**src/rtl/core/jdc_pkg.sv**
```systemverilog
// Constants, codes and tables shared by the Julian day converter.
`default_nettype none

package jdc_pkg;

  localparam int JD_W    = 23;
  localparam int YEAR_W  = 15;
  localparam int MONTH_W = 4;
  localparam int DAY_W   = 5;

  typedef enum logic {
    OP_DATE_TO_JD = 1'b0,
    OP_JD_TO_DATE = 1'b1
  } op_t;

  // First Gregorian date, 1582-10-15, and its day number
  localparam logic signed [15:0] GREG_YEAR  = 16'sd1582;
  localparam logic [3:0]         GREG_MONTH = 4'd10;
  localparam logic [4:0]         GREG_DAY   = 5'd15;
  localparam logic [22:0]        GREG_SWITCH_JD = 23'd2299161;

  localparam logic signed [25:0] JD_DATE_OFFSET = 26'sd1720995;

  // year / 100 for years below 43699
  localparam logic [12:0] Y100_RECIP = 13'd5243;
  localparam int          Y100_SHIFT = 19;

  // alpha = (4*z - 7468865) / 146097, exact reciprocal for 25-bit dividends
  localparam logic [22:0] ALPHA_OFS4  = 23'd7468865;
  localparam longint      ALPHA_DIV   = 146097;
  localparam int          ALPHA_SHIFT = 43;
  localparam logic [25:0] ALPHA_RECIP = 26'(((64'd1 << ALPHA_SHIFT) / ALPHA_DIV) + 1);

  localparam logic [23:0] B_OFFSET = 24'd1524;

  // c = (4*b - 489) / 1461, exact reciprocal for 26-bit dividends
  localparam logic [25:0] C_OFS4  = 26'd489;
  localparam longint      C_DIV   = 1461;
  localparam int          C_SHIFT = 37;
  localparam logic [26:0] C_RECIP = 27'(((64'd1 << C_SHIFT) / C_DIV) + 1);

  // e = 10000*x / 306001 for x below 512
  localparam longint      E_NUM   = 10000;
  localparam longint      E_DIV   = 306001;
  localparam int          E_SHIFT = 30;
  localparam logic [25:0] E_RECIP = 26'((((64'd1 << E_SHIFT) * E_NUM) / E_DIV) + 1);

  localparam logic signed [15:0] YEAR_BASE_LATE  = 16'sd4716;
  localparam logic signed [15:0] YEAR_BASE_EARLY = 16'sd4715;

  // floor(30.6001 * k)
  function automatic logic [8:0] month_days(input logic [4:0] k);
    logic [8:0] r;
    case (k)
      5'd1:    r = 9'd30;
      5'd2:    r = 9'd61;
      5'd3:    r = 9'd91;
      5'd4:    r = 9'd122;
      5'd5:    r = 9'd153;
      5'd6:    r = 9'd183;
      5'd7:    r = 9'd214;
      5'd8:    r = 9'd244;
      5'd9:    r = 9'd275;
      5'd10:   r = 9'd306;
      5'd11:   r = 9'd336;
      5'd12:   r = 9'd367;
      5'd13:   r = 9'd397;
      5'd14:   r = 9'd428;
      5'd15:   r = 9'd459;
      5'd16:   r = 9'd489;
      default: r = 9'd0;
    endcase
    return r;
  endfunction

endpackage

`default_nettype wire

```
**src/rtl/core/julian_day_converter.sv**
```systemverilog
// Calendar date to Julian day number converter and its inverse, seven-stage pipeline.
//
// Takes one request per cycle while the output side is not stalled and returns one
// result per request, in order, through the register pipeline. All stages advance
// together and hold while a result waits at the output, so a stall loses and repeats
// nothing. Direction is selected by tuser: 0 converts a date (Julian calendar before
// 1582-10-15, Gregorian from then on, no year zero) to a day number; 1 converts a day
// number to a date, with the Gregorian correction from day 2299161 on. Fields not
// produced by the selected direction read as zero. Out-of-range inputs are not
// checked; results wrap to their field widths.
`default_nettype none

module julian_day_converter (
  input  wire logic        clk,
  input  wire logic        rst,
  input  wire logic        s_axis_tvalid,
  output logic             s_axis_tready,
  // year_in[14:0], month_in[18:15], day_in[23:19], day_number_in[46:24], zero pad
  input  wire logic [47:0] s_axis_tdata,
  // operation[0]
  input  wire logic        s_axis_tuser,
  output logic             m_axis_tvalid,
  input  wire logic        m_axis_tready,
  // day_number_out[22:0], year_out[37:23], month_out[41:38], day_out[46:42], zero pad
  output logic [47:0]      m_axis_tdata
);

  logic adv;
  logic v1, v2, v3, v4, v5, v6, v7;

  assign adv           = !v7 || m_axis_tready;
  assign s_axis_tready = adv;
  assign m_axis_tvalid = v7;

  always_ff @(posedge clk) begin
    if (rst) begin
      v1 <= 1'b0; v2 <= 1'b0; v3 <= 1'b0; v4 <= 1'b0;
      v5 <= 1'b0; v6 <= 1'b0; v7 <= 1'b0;
    end else if (adv) begin
      v1 <= s_axis_tvalid;
      v2 <= v1; v3 <= v2; v4 <= v3; v5 <= v4; v6 <= v5; v7 <= v6;
    end
  end

  // ---------------- stage 1: input decode, calendar adjust ----------------
  logic signed [14:0] year_in;
  logic [3:0]         month_in;
  logic [4:0]         day_in;
  logic [22:0]        day_number_in;

  assign year_in       = $signed(s_axis_tdata[14:0]);
  assign month_in      = s_axis_tdata[18:15];
  assign day_in        = s_axis_tdata[23:19];
  assign day_number_in = s_axis_tdata[46:24];

  logic signed [15:0] yy_next;
  logic [3:0]         mm_next;
  logic               greg_date_next;

  always_comb begin
    yy_next = 16'(year_in);
    mm_next = month_in;
    // no year zero: shift BC years up by one
    if (yy_next < 0) yy_next = yy_next + 16'sd1;
    // January and February count as months 13 and 14 of the year before
    if (month_in <= 4'd2) begin
      yy_next = yy_next - 16'sd1;
      mm_next = month_in + 4'd12;
    end
    greg_date_next = (yy_next > jdc_pkg::GREG_YEAR) ||
                     ((yy_next == jdc_pkg::GREG_YEAR) &&
                      ((mm_next > jdc_pkg::GREG_MONTH) ||
                       ((mm_next == jdc_pkg::GREG_MONTH) && (day_in >= jdc_pkg::GREG_DAY))));
  end

  jdc_pkg::op_t       s1_op;
  logic signed [15:0] s1_yy;
  logic [3:0]         s1_mm;
  logic [4:0]         s1_dd;
  logic               s1_greg_date;
  logic [22:0]        s1_z;
  logic               s1_greg_jd;
  logic [24:0]        s1_w;

  always_ff @(posedge clk) begin
    if (adv) begin
      s1_op        <= jdc_pkg::op_t'(s_axis_tuser);
      s1_yy        <= yy_next;
      s1_mm        <= mm_next;
      s1_dd        <= day_in;
      s1_greg_date <= greg_date_next;
      s1_z         <= day_number_in;
      s1_greg_jd   <= (day_number_in >= jdc_pkg::GREG_SWITCH_JD);
      s1_w         <= 25'({day_number_in, 2'b00}) - 25'(jdc_pkg::ALPHA_OFS4);
    end
  end

  // ---------------- stage 2: year days, century and alpha products ----------------
  logic signed [25:0] yy26;
  assign yy26 = 26'(s1_yy);

  jdc_pkg::op_t       s2_op;
  logic signed [25:0] s2_t;
  logic [9:0]         s2_md;
  logic [26:0]        s2_aprod;
  logic               s2_greg_date;
  logic [22:0]        s2_z;
  logic               s2_greg_jd;
  logic [50:0]        s2_alpha_prod;

  always_ff @(posedge clk) begin
    if (adv) begin
      s2_op         <= s1_op;
      // floor(365.25 * y) is exact as 365*y + floor(y/4) for either sign
      s2_t          <= yy26 * 26'sd365 + (yy26 >>> 2);
      s2_md         <= 10'(jdc_pkg::month_days(5'(s1_mm) + 5'd1)) + 10'(s1_dd);
      s2_aprod      <= 27'(s1_yy[13:0]) * 27'(jdc_pkg::Y100_RECIP);
      s2_greg_date  <= s1_greg_date;
      s2_z          <= s1_z;
      s2_greg_jd    <= s1_greg_jd;
      s2_alpha_prod <= 51'(s1_w) * 51'(jdc_pkg::ALPHA_RECIP);
    end
  end

  // ---------------- stage 3: day number sum; corrected day count ----------------
  logic [7:0]         cent;
  logic signed [25:0] cent26;
  logic signed [25:0] bcorr;
  logic [7:0]         alpha;
  logic [23:0]        aa;
  logic [23:0]        bb_next;

  always_comb begin
    cent   = s2_aprod[jdc_pkg::Y100_SHIFT +: 8];
    cent26 = $signed({18'd0, cent});
    bcorr  = s2_greg_date ? (26'sd2 - cent26 + (cent26 >>> 2)) : 26'sd0;
    alpha  = s2_alpha_prod[jdc_pkg::ALPHA_SHIFT +: 8];
    aa     = s2_greg_jd ? ({1'b0, s2_z} + 24'd1 + 24'(alpha) - 24'(alpha[7:2]))
                        : {1'b0, s2_z};
    bb_next = aa + jdc_pkg::B_OFFSET;
  end

  jdc_pkg::op_t s3_op;
  logic [22:0]  s3_jd;
  logic [23:0]  s3_bb;
  logic [25:0]  s3_w2;

  logic signed [25:0] jd_sum;
  assign jd_sum = s2_t + $signed({16'd0, s2_md}) + jdc_pkg::JD_DATE_OFFSET + bcorr;

  always_ff @(posedge clk) begin
    if (adv) begin
      s3_op <= s2_op;
      s3_jd <= jd_sum[22:0];
      s3_bb <= bb_next;
      s3_w2 <= {bb_next, 2'b00} - jdc_pkg::C_OFS4;
    end
  end

  // ---------------- stage 4: year count product ----------------
  jdc_pkg::op_t s4_op;
  logic [22:0]  s4_jd;
  logic [23:0]  s4_bb;
  logic [52:0]  s4_cprod;

  always_ff @(posedge clk) begin
    if (adv) begin
      s4_op    <= s3_op;
      s4_jd    <= s3_jd;
      s4_bb    <= s3_bb;
      s4_cprod <= 53'(s3_w2) * 53'(jdc_pkg::C_RECIP);
    end
  end

  // ---------------- stage 5: days into the year ----------------
  logic [14:0] cc;
  logic [23:0] dd24;

  assign cc   = s4_cprod[jdc_pkg::C_SHIFT +: 15];
  assign dd24 = 24'(cc) * 24'd365 + 24'(cc[14:2]);

  jdc_pkg::op_t s5_op;
  logic [22:0]  s5_jd;
  logic [14:0]  s5_c;
  logic [9:0]   s5_x;

  always_ff @(posedge clk) begin
    if (adv) begin
      s5_op <= s4_op;
      s5_jd <= s4_jd;
      s5_c  <= cc;
      s5_x  <= 10'(s4_bb - dd24);
    end
  end

  // ---------------- stage 6: month count product ----------------
  jdc_pkg::op_t s6_op;
  logic [22:0]  s6_jd;
  logic [14:0]  s6_c;
  logic [9:0]   s6_x;
  logic [35:0]  s6_eprod;

  always_ff @(posedge clk) begin
    if (adv) begin
      s6_op    <= s5_op;
      s6_jd    <= s5_jd;
      s6_c     <= s5_c;
      s6_x     <= s5_x;
      s6_eprod <= 36'(s5_x) * 36'(jdc_pkg::E_RECIP);
    end
  end

  // ---------------- stage 7: date fields, output register ----------------
  logic [3:0]         ee;
  logic [3:0]         month_res;
  logic [4:0]         day_res;
  logic signed [15:0] year_res;

  always_comb begin
    ee        = s6_eprod[jdc_pkg::E_SHIFT +: 4];
    month_res = (ee < 4'd14) ? (ee - 4'd1) : (ee - 4'd13);
    day_res   = 5'(s6_x - 10'(jdc_pkg::month_days(5'(ee))));
    year_res  = $signed({1'b0, s6_c}) -
                ((month_res > 4'd2) ? jdc_pkg::YEAR_BASE_LATE : jdc_pkg::YEAR_BASE_EARLY);
    // back to historical numbering, no year zero
    if (year_res <= 0) year_res = year_res - 16'sd1;
  end

  jdc_pkg::op_t s7_op;

  always_ff @(posedge clk) begin
    if (adv) begin
      s7_op <= s6_op;
      if (s6_op == jdc_pkg::OP_DATE_TO_JD) begin
        m_axis_tdata <= {25'd0, s6_jd};
      end else begin
        m_axis_tdata <= {1'b0, day_res, month_res, year_res[14:0], 23'd0};
      end
    end
  end

  // ---------------- assertions ----------------
  a_reset_empty: assert property (@(posedge clk) rst |=> !m_axis_tvalid)
    else $error("result valid right after reset");

  a_month_range: assert property (@(posedge clk) disable iff (rst)
    (m_axis_tvalid && s7_op == jdc_pkg::OP_JD_TO_DATE) |->
      (m_axis_tdata[41:38] >= 4'd1 && m_axis_tdata[41:38] <= 4'd12))
    else $error("month from day number out of range");

  a_day_range: assert property (@(posedge clk) disable iff (rst)
    (m_axis_tvalid && s7_op == jdc_pkg::OP_JD_TO_DATE) |->
      (m_axis_tdata[46:42] >= 5'd1 && m_axis_tdata[46:42] <= 5'd31))
    else $error("day from day number out of range");

  a_fwd_clear: assert property (@(posedge clk) disable iff (rst)
    (m_axis_tvalid && s7_op == jdc_pkg::OP_DATE_TO_JD) |-> (m_axis_tdata[47:23] == 25'd0))
    else $error("date fields set on a day number result");

endmodule

`default_nettype wire

```
**config.mk**
```make
export PLATFORM = sky130hd
export DESIGN_NAME = julian_day_converter
export DESIGN_NICKNAME = d
export VERILOG_FILES = /design/src/rtl/core/jdc_pkg.sv /design/src/rtl/core/julian_day_converter.sv
export SDC_FILE = /design/constraint.sdc
export NUM_CORES = 2
export LEC_CHECK = 0
export BUFFER_PORTS_ARGS = -buffer_cell sky130_fd_sc_hd__buf_2
export CELL_PAD_IN_SITES_DETAIL_PLACEMENT = 1
export CELL_PAD_IN_SITES_GLOBAL_PLACEMENT = 1
export CORE_MARGIN = 2
export CORE_UTILIZATION = 30
export CTS_CLUSTER_DIAMETER = 40
export DETAILED_ROUTE_END_ITERATION = 6
export HOLD_SLACK_MARGIN = 0.08
export PLACE_DENSITY = 0.51
export SLEW_MARGIN = 20
export SYNTH_ARGS = -nofsm -noshare
export SYNTH_HDL_FRONTEND = slang
export SYNTH_SLANG_ARGS = --single-unit
export TNS_END_PERCENT = 10
```
**constraint.sdc**
```tcl
create_clock -name clk -period 39.8 [get_ports clk]
set_input_delay 3.98 -clock clk [delete_from_list [all_inputs] [get_ports clk]]
set_output_delay 3.98 -clock clk [all_outputs]
set_load 0.03 [all_outputs]
```
==> impl_metrics.csv <==
group,metric,value,unit
drt,wire_per_inst,17.5,um
job,max_cap_violations,0,
die,ioPinCount,103,
sta,fin_crit_sh,24.2,%
drt,ant_nets,0,
drt,drt-vias-per-instance,4.50,
cells_and_area,seq_area,12300,um^2
sta,hold_viol,0,
cells_and_area,most-common-layout-cells,"inv_1 (1263), ha_1 (883), fa_1 (709), edfxtp_1 (400), xnor2_1 (166)",
clocking,postCtsSetupRepairBufs,0,
cells_and_area,multi_input_comb_area,34100,um^2
clocking,cts_buffers,76,
status,status,"finished, final reports clean",
sta,worstMarginPinSlew,1.09,ns
global_route,antenna_found_initial,3,
clocking,clock-root-buffer,"clkbuf_16",
logic_synthesis,synth-xor-area-share,4.37,%
logic_synthesis,synthFlopType,"edfxtp_1",
setup_path,crit_top_cell,"buf_2",
drt,drt-total-wl,124000,um
sta,final_max_slew_viol_count,0,
setup_path,cp-start-kind,"input pin",
cells_and_area,final_nets,6454,
clocking,cts_tree,"yes",
setup_path,worstPathCellList,"buf_2 > nor2b_1 > inv_8 > buf_2",
global_route,grt_pass1_wl,202000,um
cells_and_area,final_common_cell,"inv_1",
logic_synthesis,yosysWarnings,0,
logic_synthesis,yosys-mux-area-fraction,0.539,%
clocking,path_clk_slew,0.05,ns
clocking,cts_resized,0,
clocking,htreeDepth,3,
logic_synthesis,ys_seq_area_share,23.9,%
logic_synthesis,yosys.area_share.simple,5.89,%
sta,period_minus_slack,9.65,ns
die,fp.dieH,417,um
placement,gp_congestion,0.821,
cells_and_area,utilization,33.7,%
logic_synthesis,yosysUniqueCellTypes,101,
die,initial_utilization,30.2,%
logic_synthesis,synth.net_count,6295,
global_route,grt_util_all_layers,14.9,%
logic_synthesis,synth_edf_count,400,
logic_synthesis,synth_compound_area_share,6.46,%
logic_synthesis,ys_async_sr_fraction,0,%
clocking,postCtsHoldBufs,0,
setup_path,path_class,"input pin to output port",
clocking,insertion_delay,0.67,ns
worst_hold_path,hold_class,"flop to flop",
global_route,overflow,0,
logic_synthesis,netlist_area,51300,um^2
cells_and_area,areaGrowthSynthToFinish,11.6,%
die,design.die.area,174000,um^2
clocking,clock_sinks,412,
drt,vias,31900,
cells_and_area,fillers,18600,
sta,finalSetupTns,0,ns
global_route,grt_pass1_vias,36400,
sta,report.final.setup_viol,0,
logic_synthesis,synth_top_family_by_area,"adder cells",
drt,dr.pass1.iters,4,
setup_path,worstSetupEndpointType,"output port",
placement,port_buffers,100,
drt,drc,0,
setup_path,crit_required,35.82,ns
die,coreArea,169000,um^2
clocking,cts_buffer_depth,3,
die,num_rows,151,
logic_synthesis,avgSynthCellArea,11.0,um^2
setup_path,max_stage_delay,0.68,ns
placement,hpwl,107000,um
sta,max_slew_margin,27.2,%
setup_path,crit_slowest_cell,"nor2b_1",
die,die_x,417,um
setup_path,cp_data_arrival_time,5.67,ns
sta,rsz0062_at_grt,"no",
logic_synthesis,synthAdderAreaFrac,49.2,%
setup_path,worstPathMaxFanout,96,
cells_and_area,drive_gt1_share,6.59,%
sta,max_freq,104,MHz
sta,worst_clock_skew,0.0403,ns
global_route,grt_start_max_net_pins,138,
logic_synthesis,synthCells,4650,
logic_synthesis,synth_seq_cells,412,
drt,drt_iter0_drc,1116,
==> cell families (layout without fill, tap and decap cells) <==
kind of cell               after synthesis  after routing
AOI/OAI and AO/OA                      484            484
xor gates and xnor gates               255            255
adders and majority gates             1592           1592
buffers and inverters                 1294           1517
DFF                                    412            412
muxes                                   23             23
other                                    1              2
and+or+nand+nor                        589            589
==> cell usage after synthesis, types with 5 or more instances <==
cell | instances | area share [%]
nor2b_1 | 46 | 0.56
nor4_1 | 12 | 0.15
a221oi_1 | 5 | 0.085
a21oi_1 | 136 | 1.3
o211ai_1 | 11 | 0.16
nand3_1 | 49 | 0.48
nor3_1 | 48 | 0.47
o31ai_1 | 8 | 0.12
nor2_1 | 139 | 1.0
o22ai_1 | 6 | 0.073
and3b_1 | 5 | 0.085
a31oi_1 | 12 | 0.15
o31a_1 | 6 | 0.10
o21a_1 | 21 | 0.31
edfxtp_1 | 400 | 23
or3_1 | 22 | 0.27
xnor2_1 | 166 | 2.8
a211o_1 | 7 | 0.12
nand4_1 | 30 | 0.37
nand2b_1 | 13 | 0.16
dfxtp_1 | 12 | 0.47
mux2_2 | 7 | 0.15
xor2_1 | 88 | 1.5
and2_1 | 19 | 0.23
a21o_1 | 73 | 1.1
a2111oi_0 | 6 | 0.10
inv_1 | 1264 | 9.3
o21bai_1 | 15 | 0.22
ha_1 | 883 | 22
and3_1 | 24 | 0.29
o41ai_1 | 5 | 0.085
a22oi_1 | 5 | 0.073
a211oi_1 | 25 | 0.37
o21ai_0 | 74 | 0.72
fa_1 | 709 | 28
nor3b_1 | 5 | 0.073
clkbuf_1 | 20 | 0.15
nand2_1 | 128 | 0.94
mux2i_1 | 13 | 0.25
or2_2 | 17 | 0.21
==> per-layer routing <==
metal  share of wire, %  GRT usage [%]
met2                 49           26.2
met5                  0              0
met3                2.7           1.95
met4                2.1           3.49
met1                 46           19.3
==> path summary, 6_finish.rpt <==
path	startpoint	endpoint	slack, ns	cells after the start
max reg2reg	s3_w2[5]	s4_cprod[51]	31.63	23
max	m_axis_tready	s_axis_tready	30.15	4
min	s3_bb[3]	s4_bb[3]	0.39	0
min reg2reg	s3_bb[3]	s4_bb[3]	0.39	0
==> per-stage QoR <==
step	setup slack (ns)	hold WS (ns)	instance area (um^2)	instances
global placement	30.18	0.400	54500	6949
floorplan	19.55	0.400	51300	4650
global route	30.07	0.392	57200	7091
CTS	30.15	0.386	57200	7091
detailed placement	30.15	0.405	54500	6949
finish	30.15	0.387	57200	7092
==> worst max-delay path, delay by kind of cell <==
family,cells,cell delay (ns)
and+or+nand+nor,1,0.68
buffers and inverters,3,0.89
==> flip-flops by register name, indices dropped and copies added (netlist names), 10 cells and up, named ones only <==
name and count:
s2_md 10, s6_jd 23, s5_jd 23, s5_c 15, s1_z 23, s3_bb 10, s2_t 23, s6_c 15
s3_w2 24, s4_jd 23, m_axis_tdata 47, s5_x 10, s1_w 23, s4_bb 10, s2_z 23, s4_cprod 15
s1_yy 16, s3_jd 23
==> area by class of cell <==
class                   instances  area share [%]
well taps                    2218            4.85
flip-flops and latches        412            21.4
inverters                    1265            8.32
multi-input cells            2944            59.6
repair buffers                110            1.03
diodes                          1         0.00438
clock buffers                  79            3.38
clock inverters                63            1.35
Power is left out: the tool's default activity adds up to more than one toggle a clock period on the data nets, which glitch-free logic cannot reach.
